**src/sv/assert_macros.svh**
```systemverilog
// ---------------------------------------------------------------------------
// Assertion macros used by the card set table controller.
// ---------------------------------------------------------------------------
`ifndef ASSERT_MACROS_SVH
`define ASSERT_MACROS_SVH

`ifndef ASSERT_OFF
`define CHST_ASSERT(lbl, clk, rstn, prop, msg) \
  lbl: assert property (@(posedge clk) disable iff (!rstn) prop) else $error(msg);
`define CHST_ASSERT_NEVER(lbl, clk, rstn, cond, msg) \
  lbl: assert property (@(posedge clk) disable iff (!rstn) !(cond)) else $error(msg);
`else
`define CHST_ASSERT(lbl, clk, rstn, prop, msg)
`define CHST_ASSERT_NEVER(lbl, clk, rstn, cond, msg)
`endif

`endif

```
**src/sv/chst_pkg.sv**
```systemverilog
// ---------------------------------------------------------------------------
// Card set table package
// Widths, codes and the control and status bundles of the card set table.
// ---------------------------------------------------------------------------
package chst_pkg;

  localparam int unsigned CAPACITY = 256;
  localparam int unsigned IDX_W    = $clog2(CAPACITY);
  localparam int unsigned PTR_W    = IDX_W + 1;
  localparam int unsigned CARDS    = 4;
  localparam int unsigned KEY_W    = 16;
  localparam int unsigned CARD_W   = 16;
  localparam int unsigned OP_W     = 3;
  localparam int unsigned ST_W     = 3;
  localparam int unsigned CNT_W    = 3;
  localparam int unsigned ENT_W    = 8;
  localparam int unsigned CTOT_W   = 10;

  // A pointer with its top bit set is the null link.
  localparam logic [PTR_W-1:0] NIL = {1'b1, {IDX_W{1'b0}}};

  localparam logic [OP_W-1:0] OP_ADD      = 3'd0;
  localparam logic [OP_W-1:0] OP_GET      = 3'd1;
  localparam logic [OP_W-1:0] OP_CONTAINS = 3'd2;
  localparam logic [OP_W-1:0] OP_DELETE   = 3'd3;
  localparam logic [OP_W-1:0] OP_CLEAR    = 3'd4;

  localparam logic [ST_W-1:0] ST_DONE    = 3'd0;
  localparam logic [ST_W-1:0] ST_PRESENT = 3'd1;
  localparam logic [ST_W-1:0] ST_ABSENT  = 3'd2;
  localparam logic [ST_W-1:0] ST_FULL    = 3'd3;
  localparam logic [ST_W-1:0] ST_NOFREE  = 3'd4;

  typedef struct packed {
    logic [KEY_W-1:0]             region;
    logic [CARDS-1:0]             valid;
    logic [CARDS-1:0][CARD_W-1:0] cards;
  } entry_t;

  localparam int unsigned ENTRY_W = $bits(entry_t);

  typedef struct packed {
    logic accept;
    logic head;
    logic walk;
    logic miss;
    logic pop;
    logic del2;
    logic resp_load;
  } cmd_t;

  typedef struct packed {
    logic in_short;
    logic head_null;
    logic match;
    logic next_null;
    logic is_add;
    logic is_del;
    logic free_null;
  } sts_t;

endpackage

```
**src/sv/chst_ctrl.sv**
```systemverilog
// ---------------------------------------------------------------------------
// Card set table controller
// Sequences the head read, the chain walk and the update steps of one item.
// ---------------------------------------------------------------------------
`include "assert_macros.svh"

module chst_ctrl (
  input  logic          clk_i,
  input  logic          rst_ni,
  input  logic          in_valid_i,
  output logic          in_ready_o,
  output logic          out_valid_o,
  input  logic          out_ready_i,
  input  chst_pkg::sts_t sts_i,
  output chst_pkg::cmd_t cmd_o
);
  import chst_pkg::*;

  typedef enum logic [6:0] {
    S_IDLE = 7'b0000001,
    S_HEAD = 7'b0000010,
    S_WALK = 7'b0000100,
    S_MISS = 7'b0001000,
    S_POP  = 7'b0010000,
    S_DEL2 = 7'b0100000,
    S_RESP = 7'b1000000
  } state_e;

  state_e state_q, state_d;
  logic   out_valid_q, out_valid_d;
  logic   accept;
  logic   load;

  assign in_ready_o  = (state_q == S_IDLE);
  assign accept      = in_valid_i && in_ready_o;
  assign load        = (state_q == S_RESP) && (!out_valid_q || out_ready_i);
  assign out_valid_o = out_valid_q;

  always_comb begin
    state_d = state_q;
    cmd_o   = '0;
    cmd_o.accept    = accept;
    cmd_o.head      = (state_q == S_HEAD);
    cmd_o.walk      = (state_q == S_WALK);
    cmd_o.miss      = (state_q == S_MISS);
    cmd_o.pop       = (state_q == S_POP);
    cmd_o.del2      = (state_q == S_DEL2);
    cmd_o.resp_load = load;
    case (state_q)
      S_IDLE: begin
        if (accept) begin
          state_d = sts_i.in_short ? S_RESP : S_HEAD;
        end
      end
      S_HEAD: state_d = sts_i.head_null ? S_MISS : S_WALK;
      S_WALK: begin
        if (sts_i.match) begin
          state_d = sts_i.is_del ? S_DEL2 : S_RESP;
        end else if (sts_i.next_null) begin
          state_d = S_MISS;
        end
      end
      S_MISS: state_d = (sts_i.is_add && !sts_i.free_null) ? S_POP : S_RESP;
      S_POP:  state_d = S_RESP;
      S_DEL2: state_d = S_RESP;
      S_RESP: begin
        if (load) begin
          state_d = S_IDLE;
        end
      end
      default: state_d = S_IDLE;
    endcase
  end

  always_comb begin
    out_valid_d = out_valid_q;
    if (out_valid_q && out_ready_i) begin
      out_valid_d = 1'b0;
    end
    if (load) begin
      out_valid_d = 1'b1;
    end
  end

  always_ff @(posedge clk_i or negedge rst_ni) begin
    if (!rst_ni) begin
      state_q     <= S_IDLE;
      out_valid_q <= 1'b0;
    end else begin
      state_q     <= state_d;
      out_valid_q <= out_valid_d;
    end
  end

  `CHST_ASSERT(a_load_shows_beat, clk_i, rst_ni, load |=> out_valid_q, "result beat not shown")
  `CHST_ASSERT(a_accept_leaves_idle, clk_i, rst_ni, accept |=> (state_q != S_IDLE),
               "accepted item did not start")
  `CHST_ASSERT(a_pop_after_miss, clk_i, rst_ni, (state_q == S_POP) |-> ($past(state_q) == S_MISS),
               "free list pop without a miss")
endmodule

```
**config.mk**
```make
export PLATFORM = sky130hd
export DESIGN_NAME = chst_ctrl
export DESIGN_NICKNAME = d
export VERILOG_FILES = /design/src/sv/chst_pkg.sv /design/src/sv/chst_ctrl.sv
export VERILOG_INCLUDE_DIRS = /design/src /design/src/sv
export SDC_FILE = /design/constraint.sdc
export NUM_CORES = 1
export LEC_CHECK = 0
export ABC_AREA = 1
export BUFFER_PORTS_ARGS = -buffer_cell sky130_fd_sc_hd__buf_2
export CAP_MARGIN = 20
export CORE_AREA = 2 2 39 41
export CTS_BUF_LIST = sky130_fd_sc_hd__clkbuf_4 sky130_fd_sc_hd__clkbuf_8 sky130_fd_sc_hd__clkbuf_16
export DETAILED_ROUTE_END_ITERATION = 16
export DIE_AREA = 0 0 41 43
export GPL_ROUTABILITY_DRIVEN = 0
export HOLD_SLACK_MARGIN = 0.08
export PLACE_DENSITY = 0.68
export SYNTH_ARGS = -nofsm -noshare
export SYNTH_HDL_FRONTEND = slang
export SYNTH_SLANG_ARGS = --single-unit
```
**constraint.sdc**
```tcl
create_clock -name clk_i -period 1.34 [get_ports clk_i]
set_input_delay 0.134 -clock clk_i [delete_from_list [all_inputs] [get_ports clk_i]]
set_output_delay 0.134 -clock clk_i [all_outputs]
set_load 0.03 [all_outputs]
```
== After elaboration in Yosys (flattened, before gate mapping) ==
Index checks and enable logic that the tools add are counted.

* Logic and storage cells: 33
* Register bits: 8

* Mux-type cells: 11
* Equal/unequal tests: 10
* Reductions and logical operators: 10

{| class="wikitable"
|+ Operators with widths
! cell !! count
|-
| two-way mux 7 bit || 7
|-
| case mux 7 bit (6 select lines) || 1
|-
| equality test 7 x 1 -> 1 bit (second input constant) || 1
|-
| equality test 7 x 2 -> 1 bit (second input constant) || 1
|-
| equality test 7 x 3 -> 1 bit (second input constant) || 1
|-
| equality test 7 x 4 -> 1 bit (second input constant) || 1
|-
| equality test 7 x 5 -> 1 bit (second input constant) || 1
|-
| equality test 7 x 6 -> 1 bit (second input constant) || 1
|-
| equality test 7 bit (second input constant) || 1
|-
| logical AND 1 bit || 4
|-
| two-way mux 4 bit || 1
|-
| inequality test 3 bit (second input constant) || 1
|-
| AND reduction 3 bit || 1
|-
| logical NOT 1 bit || 2
|-
| two-way mux 1 bit || 2
|-
| inequality test 2 x 1 -> 1 bit (second input constant) || 1
|-
| inequality test 2 bit (second input constant) || 1
|-
| nonzero test 2 bit || 1
|-
| OR reduction 2 bit || 1
|-
| logical OR 1 bit || 1
|}

== Longest topological paths before layout ==
Gate-level depths: netlist (run 1).

* Depth after elaboration: 5
* Gate-level depth with buffers: 10

== Worst setup path before layout (run 1) ==
OpenSTA, ideal clock, no wires.

* Kind: reg-to-reg
* Start: register state_q[3]
* End: register state_q[0]
* Stages on the path, launching flop included: 9
* Path slack: -0.112 ns
* Path buffers: 0
* Library setup time: 0.075 ns
* Data required time: 1.265 ns
* Clock period less this slack: 1.452 ns
* Arrival: 1.376 ns
* Cells stage by stage: dfrtp_1 > nor2_2 > nand2_1 > nor2_1 > nor2_1 > nand2_1 > nor2_1 > nand2_1 > nand2_1

{| class="wikitable"
|+ RTL lines
! element !! RTL line !! text
|-
| from (decl) || chst_ctrl.sv:29 || <nowiki>state_e state_q, state_d;</nowiki>
|-
| from (signal assigned) || chst_ctrl.sv:90 || <nowiki>state_q <= state_d;</nowiki>
|}

==> impl_metrics.toml, run 1 <==
[pwr]
vdd.ir_drop.worst_mv = 0.937
power_density_mw_per_mm2 = 1740
p_leak_nw = 0.481

[yosys]
syn_area_per_cell_um2 = 6.58
synth_xor_area_frac = 0
ys_seq_area_frac = 0.356
synthesis.instances = 86
synth.area.top_cells = "dfrtp_1 (31%), nand2_1 (15%), nor2_1 (13%)"
synth_compound_area_frac = 0.0288
synth.net_count = 97
synth-seq-cells = 8
synth_fa_ha_area_frac = 0
ys.warnings.count = 0
synthSimpleGateAreaFrac = 0.482
synth.mux.area_fraction = 0
synth_top_area_share = 0.310
synth_area_um2 = 566
synth_top_family_by_area = "simple AND/OR/NAND/NOR gates"
synth.largest_area_cell = "dfrtp_1"
yosysUniqueCellTypes = 18

[floorplanning]
die_area_mm2 = 0.00176
die_y_um = 43
io_pins = 20
core_region_area_mm2 = 0.00138
die_w_um = 41
start_util = 0.409
rows = 14

[placement]
place_hpwl_um = 984
port_buffers = 19

[critical_path]
worst_r2r_path_depth = 9
r2r_end = "state_q[3]"
critPathArrivalTime_ns = 1.36
critPathLaunchType = "register"
worstPathMaxFanout = 3
path_class = "register to output pin"
crit_path_end_kind = "output pin"
r2r_slack_ns = -0.06
rr_startpoint = "state_q[0]"
critical_path_required_ns = 1.21

[route]
ant_nets = 0
vias = 611
firstDrtPassIters = 4
wl_met2_um = 725
drc = 0
drt-total-wl_um = 1360
routed_via_density = 4.63
wl_met3_um = 34
top_layer_used = "met4"
wl_met1_um = 575
post_drt_wl_per_cell_um = 10.3
drt_iter0_drc = 13

[timing]
fin_skew_ns = 0.0117
setup_viol = 9
tightestPinTransition_ns = 0.191
hold_ws_ns = 0.0915
slew_headroom = 0.872
timing.final.crit_share = 1.11
fin_setup_tns_ns = -0.697
layout_setup_ws_ns = -0.151
final-max-slew-violation-count = 0
fin_crit_ns = 1.49
rsz0062_at_grt = "yes"
hold_viol = 0
fmax_mhz = 671

[cts]
clkTransAtPathRegs_ns = 0.05
cts.sinks = 8
cts_tree = "built"
root_buffer = "clkbuf_4"
numCtsBuffers = 3
cts_max_path_buffers = 2
clk_latency_ns = 0.25
htreeDepth = 1

[global_routing]
antenna_found_initial = 0
grt_pass1_wl_um = 2140
overflow = 0
grt_pass1_vias = 564
grt_max_degree = 9
grt_usage = 0.178

[cells_and_area]
final_common_cell = "nand2_1"
area_growth_pct = 48.5
final_cell_mix = "nand2_1 (21), nor2_1 (15), buf_2 (11), inv_1 (10), buf_4 (8)"
multi_input_comb_area_um2 = 317
final_nets = 128
antenna_cells = 0
drive_gt1_frac = 0.431
fillerInstances = 122
regArea_um2 = 201

[worst_hold_path]
worstHoldEndpoint = "state_q[2]"
hold_class = "input pin to register"
worst_hold_path.num_cells = 2
hp-start = "sts_i[3]"

[run_status]
status = "complete, but fails checks"
violations = "setup timing"

[job]
max-cap-violations = 0
## cells in the mapped netlist
library cell / count
a21oi_1: 1
and2_1: 1
and3_1: 1
buf_4: 2
dfrtp_1: 7
dfstp_2: 1
inv_1: 13
inv_2: 3
nand2_1: 22
nand2_2: 1
nand3_1: 4
nand3_4: 1
nor2_1: 19
nor2_2: 3
nor2_4: 3
nor3_1: 2
o21ai_0: 1
o22ai_1: 1
## sequential cells by signal, indices dropped and copies added, names as in the netlist
| signal | flops |
|---|---|
| out_valid_o | 1 |
| state_q | 7 |
## what timing repair did
item | 4_1_cts | 5_1_grt
pin swaps | 3 | 3
setup endpoints to repair | 8 | 12
hold buffers | 4 | 0
setup buffers | 4 | 1
gates resized for setup | 14 | 6
endpoints found under the hold margin | 11 | 0
## routing by layer
metal	GRT usage	vias up
met5	0	-
met4	0.100	0
met3	0.0157	2
met2	0.300	14
met1	0.206	280
li1	-	315
## worst max path at each step
stage,from,end,cells after the start
6_report,state_q[0],cmd_o[6],7
5_1_grt,state_q[0],cmd_o[6],7
4_1_cts,state_q[0],cmd_o[6],7
3_5_place_dp,state_q[0],cmd_o[6],7
3_3_place_gp,state_q[0],cmd_o[6],7
2_1_floorplan,state_q[0],state_q[3],8
## critical path: stages, from the launching register on
cell	delay [ns]
dfstp_2	0.55
inv_2	0.04
nor2_2	0.08
nand2_2	0.07
nor2_4	0.09
inv_2	0.04
nor2_1	0.08
buf_4	0.16
## logic make-up after synthesis
kind of cell,count (synthesis)
simple gates,57
buf+inv,18
compound gates,3
flops,8
## layout make-up
type,instances,area share
clock buffers,4,0.0358
inverters,16,0.0715
multi-input cells,60,0.377
flip-flops and latches,8,0.240
well taps,16,0.0238
repair buffers,28,0.252
## where the power goes
group          switching [mW]  total (mW)  internal [mW]
Combinational           0.534       0.893          0.360
Sequential             0.0438       0.353          0.310
Clock                  0.0833       0.217          0.134
Total                   0.661        1.46          0.803
## through the flow
stage	total power, mW	utilization	instances	instance area [um^2]	setup slack (ns)
finish	1.46	0.607	132	840	-0.151
global route	1.57	0.607	132	840	-0.240
CTS	1.44	0.584	131	808	-0.180
detailed placement	1.05	0.486	119	673	0.0251
global placement	1.03	0.486	119	673	0.0589
floorplan	0.920	-	86	573	-0.0519
No activity file was read; power rests on OpenSTA's default activity.
==> inputs of run 2 (changes only) <==
--- a/config.mk
+++ b/config.mk
@@ -15,6 +15,7 @@
 export DIE_AREA = 0 0 41 43
 export GPL_ROUTABILITY_DRIVEN = 0
 export HOLD_SLACK_MARGIN = 0.08
+export MAX_ROUTING_LAYER = met4
 export PLACE_DENSITY = 0.68
 export SYNTH_ARGS = -nofsm -noshare
 export SYNTH_HDL_FRONTEND = slang
==> impl_metrics.toml, run 2 (synthesis results as in run 1) <==
[critical_path]
rr_startpoint = "state_q[0]"
path_class = "register to output pin"
crit_path_end_kind = "output pin"
critical_path_required_ns = 1.21
r2r_slack_ns = -0.06
r2r_end = "state_q[3]"
worst_r2r_path_depth = 9
crit_path_frequent_cell = "inv_2"
critPathMaxStageDelay_ns = 0.55
critPathArrivalTime_ns = 1.36
cp_slowest_cell = "dfstp_2"
critPathLaunchType = "register"
worstPathMaxFanout = 3
path_cells = "inv_2 -> nor2_2 -> nand2_2 -> nor2_4 -> inv_2 -> nor2_1 -> buf_4"

[pwr]
power_mw = 1.47
p_clk_frac = 0.148
power_density_mw_per_mm2 = 1750
vdd.ir_drop.worst_mv = 0.938
swShare = 0.452
combPwrFrac = 0.610
p_leak_nw = 0.481
p_switching_uw = 663
p_int_uw = 803
seq_power_share = 0.242

[cells_and_area]
top_register = "state_q"
design_area_um2 = 840
instances_no_fill = 132
final_cell_mix = "nand2_1 (21), nor2_1 (15), buf_2 (11), inv_1 (10), buf_4 (8)"
final_common_cell = "nand2_1"
multi_input_comb_area_um2 = 317
final_nets = 128
regArea_um2 = 201
fillerInstances = 122
largest_reg_flops = 7
drive_gt1_frac = 0.431
antenna_cells = 0
area_growth_pct = 48.5

[timing]
fmax_mhz = 671
layout_setup_ws_ns = -0.151
timing.final.crit_share = 1.11
slew_headroom = 0.870
tightestPinTransition_ns = 0.194
rsz0062_at_grt = "yes"
fin_crit_ns = 1.49
final-max-slew-violation-count = 0
hold_viol = 0
fin_skew_ns = 0.0118
setup_viol = 9

[placement]
dp.cells = 119
port_buffers = 19
placed_cell_area_um2 = 673
place_hpwl_um = 984
dp_slack_ns = 0.0251

[run_status]
violations = "setup timing"
status = "complete, but fails checks"

[route]
drt-total-wl_um = 1360
drt_iter0_drc = 9
ant_nets = 0
routed_via_density = 4.64
firstDrtPassIters = 4
vias = 612
drc = 0
post_drt_wl_per_cell_um = 10.3

[cts]
cts_max_path_buffers = 2
cts.sinks = 8
root_buffer = "clkbuf_4"
htreeDepth = 1
numCtsBuffers = 3
cts_tree = "built"
clkTransAtPathRegs_ns = 0.05
clk_latency_ns = 0.25

[floorplanning]
core_region_area_mm2 = 0.00138
die_area_mm2 = 0.00176
die_w_um = 41
rows = 14
io_pins = 20
start_util = 0.409
die_y_um = 43

[global_routing]
grt_max_degree = 9
grt_usage = 0.183
grt_pass1_wl_um = 2140
antenna_found_initial = 0
grt_pass1_vias = 564
overflow = 0

[worst_hold_path]
worst_hold_path.num_cells = 2
worstHoldEndpoint = "state_q[2]"
hp-start = "sts_i[3]"
hold_class = "input pin to register"

[job]
max-cap-violations = 0
-- run 2: cell counts in the layout (fill, tap and decap cells not counted) --
Identical to the previous run, type by type.
-- run 2: critical path: cells and delay by family (launching register included) --
family	cells	cell delay (ns)
buffers and inverters	3	0.24
flip-flops	1	0.55
AND/OR/NAND/NOR	4	0.32
-- run 2: cell type report --
cell class,count,area share
multi-input cells,60,0.377
repair buffers,28,0.252
flip-flops and latches,8,0.240
inverters,16,0.0715
clock buffers,4,0.0358
well taps,16,0.0238
-- run 2: layer usage --
layer  vias up  share of wire  global-route usage
met4         0         0.0096               0.100
met1       285           0.43               0.206
li1        315              -                   -
met2        10           0.54               0.300
met5         -              0                   -
met3         2          0.022              0.0157
-- run 2: worst max path at each step --
stage / startpoint / to / slack (ns) / depth (start not counted)
2_1_floorplan: state_q[0] / state_q[3] / -0.05 / 8
3_3_place_gp: state_q[0] / cmd_o[6] / 0.06 / 7
5_1_grt: state_q[0] / cmd_o[6] / -0.24 / 7
6_report: state_q[0] / cmd_o[6] / -0.15 / 7
3_5_place_dp: state_q[0] / cmd_o[6] / 0.03 / 7
4_1_cts: state_q[0] / cmd_o[6] / -0.18 / 7
-- run 2: power groups by stage --
stage | Sequential (mW) | Combinational [mW] | Clock (mW)
2_1_floorplan | 0.379 | 0.541 | 0
3_3_place_gp | 0.350 | 0.685 | 0
3_5_place_dp | 0.352 | 0.700 | 0
4_1_cts | 0.350 | 0.868 | 0.224
5_1_grt | 0.363 | 0.970 | 0.234
6_report | 0.354 | 0.894 | 0.217
-- run 2: metrics by stage --
stage | hold WS (ns) | util | setup TNS (ns)
6_report | 0.0915 | 0.607 | -0.670
5_1_grt | 0.0946 | 0.607 | -1.58
4_1_cts | 0.0881 | 0.584 | -0.842
3_5_place_dp | -0.00980 | 0.486 | 0
3_3_place_gp | -0.0149 | 0.486 | 0
2_1_floorplan | -0.162 | - | -0.123
-- run 2: timing repair --
action / 4_1_cts / 5_1_grt
hold buffers: 4 / 0
hold endpoints to repair: 11 / 0
setup endpoints to repair: 8 / 12
resized for setup: 14 / 6
pin swaps: 3 / 3
buffers inserted: 4 / 1
==> inputs of run 3 (changes only) <==
--- a/config.mk
+++ b/config.mk
@@ -9,13 +9,12 @@
 export ABC_AREA = 1
 export BUFFER_PORTS_ARGS = -buffer_cell sky130_fd_sc_hd__buf_2
 export CAP_MARGIN = 20
-export CORE_AREA = 2 2 39 41
+export CORE_AREA = 10 10 47 49
 export CTS_BUF_LIST = sky130_fd_sc_hd__clkbuf_4 sky130_fd_sc_hd__clkbuf_8 sky130_fd_sc_hd__clkbuf_16
 export DETAILED_ROUTE_END_ITERATION = 16
-export DIE_AREA = 0 0 41 43
+export DIE_AREA = 0 0 57 59
 export GPL_ROUTABILITY_DRIVEN = 0
 export HOLD_SLACK_MARGIN = 0.08
-export MAX_ROUTING_LAYER = met4
 export PLACE_DENSITY = 0.68
 export SYNTH_ARGS = -nofsm -noshare
 export SYNTH_HDL_FRONTEND = slang
==> impl_metrics.toml, run 3 (synthesis results as in run 1) <==
[floorplanning]
die_y_um = 59
rows = 14
start_util = 0.404
core_region_area_mm2 = 0.00140
die_w_um = 57
die_area_mm2 = 0.00336
io_pins = 20

[cells_and_area]
drive_gt1_frac = 0.496
postLayoutCoreUtil = 0.651
final_common_cell = "nand2_1"
final_nets = 129
top_register = "state_q"
area_growth_pct = 61.3
final_cell_mix = "nand2_1 (18), nor2_1 (12), buf_2 (11), nor2_4 (9)"
antenna_cells = 0
largest_reg_flops = 7

[cts]
clkTransAtPathRegs_ns = 0.05
cts.sinks = 8
clk_latency_ns = 0.26
numCtsBuffers = 3
htreeDepth = 1
root_buffer = "clkbuf_4"
cts_max_path_buffers = 2
cts_tree = "built"

[placement]
place_hpwl_um = 1130
port_buffers = 19

[critical_path]
worstPathMaxFanout = 3
cp_top_family = "flip-flops"
critPathMaxStageDelay_ns = 0.53
worst-path-buf-inv = 3
critPathArrivalTime_ns = 1.37
critical_path_required_ns = 1.21
path_class = "register to output pin"
crit_path_end_kind = "output pin"
critPathLaunchType = "register"
path_cells = "inv_2 -> nor2_2 -> nand2_2 -> nor2_4 -> inv_2 -> nor2_4 -> buf_6"
cp_slowest_cell = "dfstp_2"

[timing]
hold_viol = 0
final-max-slew-violation-count = 0
rsz0062_at_grt = "yes"
hold_ws_ns = 0.0903
fin_crit_ns = 1.50
slew_headroom = 0.872
tightestPinTransition_ns = 0.193
setup_viol = 11
timing.final.crit_share = 1.12
layout_setup_ws_ns = -0.161
fmax_mhz = 666
fin_skew_ns = 0.00901

[route]
wl_met2_um = 733
drt_iter0_drc = 6
top_layer_used = "met4"
vias = 602
post_drt_wl_per_cell_um = 11.4
routed_via_density = 4.53
drc = 0
drt-total-wl_um = 1520
ant_nets = 0
wl_met1_um = 639
firstDrtPassIters = 4
wl_met3_um = 100

[run_status]
status = "complete, but fails checks"
violations = "setup timing"

[global_routing]
overflow = 0
grt_pass1_vias = 639
grt_max_degree = 9
grt_pass1_wl_um = 2560
grt_usage = 0.0934
antenna_found_initial = 0

[pwr]
power_density_mw_per_mm2 = 1790
p_leak_nw = 0.495
vdd.ir_drop.worst_mv = 1.23

[worst_hold_path]
hold_class = "input pin to register"

[job]
max-cap-violations = 0
## run 3: where the power goes
part / internal, mW / switching [mW] / leakage, nW
Combinational: 0.449 / 0.604 / 0.370
Sequential: 0.309 / 0.0469 / 0.107
Clock: 0.135 / 0.0910 / 0.0184
## run 3: stage by stage
step | power, mW | std cells | setup WS [ns] | TNS [ns] | instance area, um^2
final | 1.64 | 133 | -0.161 | -1.06 | 912
after global routing | 1.77 | 133 | -0.239 | -1.91 | 912
after CTS | 1.55 | 131 | -0.185 | -1.23 | 852
after detailed placement | 1.05 | 119 | 0.0357 | 0 | 673
after global placement | 1.04 | 119 | 0.0415 | 0 | 673
after floorplan | 0.920 | 86 | -0.0519 | -0.123 | 573
## run 3: path summary, 6_finish.rpt
path / slack [ns] / start / endpoint / depth (start not counted)
max: -0.16 / state_q[0] / cmd_o[6] / 7
min: 0.09 / sts_i[5] / state_q[2] / 2
max reg2reg: -0.08 / state_q[0] / state_q[3] / 9
min reg2reg: 0.57 / out_valid_o / out_valid_o / 2
max in group asynchronous: 0.84 / rst_ni / state_q[0] / 2
min in group asynchronous: 0.25 / rst_ni / state_q[6] / 2
## run 3: what timing repair did
| action | CTS | global route |
|---|---|---|
| hold buffers | 4 | 0 |
| setup endpoints to repair | 8 | 12 |
| buffers inserted | 4 | 2 |
| resized for setup | 24 | 12 |
| hold endpoints to repair | 11 | 0 |
| pin swaps | 4 | 5 |
## run 3: metal layers
layer | vias to the layer above | track usage
met1 | 259 | 0.0975
met5 | - | 0
met3 | 7 | 0.0365
met4 | 0 | 0.0503
li1 | 318 | -
met2 | 18 | 0.158
## run 3: worst reg2reg max path, cell delays in order, from the launching register on
cell	delay, ns
dfstp_2	0.53
inv_2	0.04
nor2_2	0.08
nand2_2	0.07
nor2_4	0.11
inv_2	0.07
buf_4	0.14
nor2_4	0.08
nor2_2	0.06
and2_1	0.13
## run 3: layout make-up
class                   instances  area (um^2)
well taps                      16         20.0
repair buffers                 29          239
fillers                       128          489
clock buffers                   4         30.0
inverters                      16         60.1
flip-flops and latches          8          201
multi-input cells              60          362
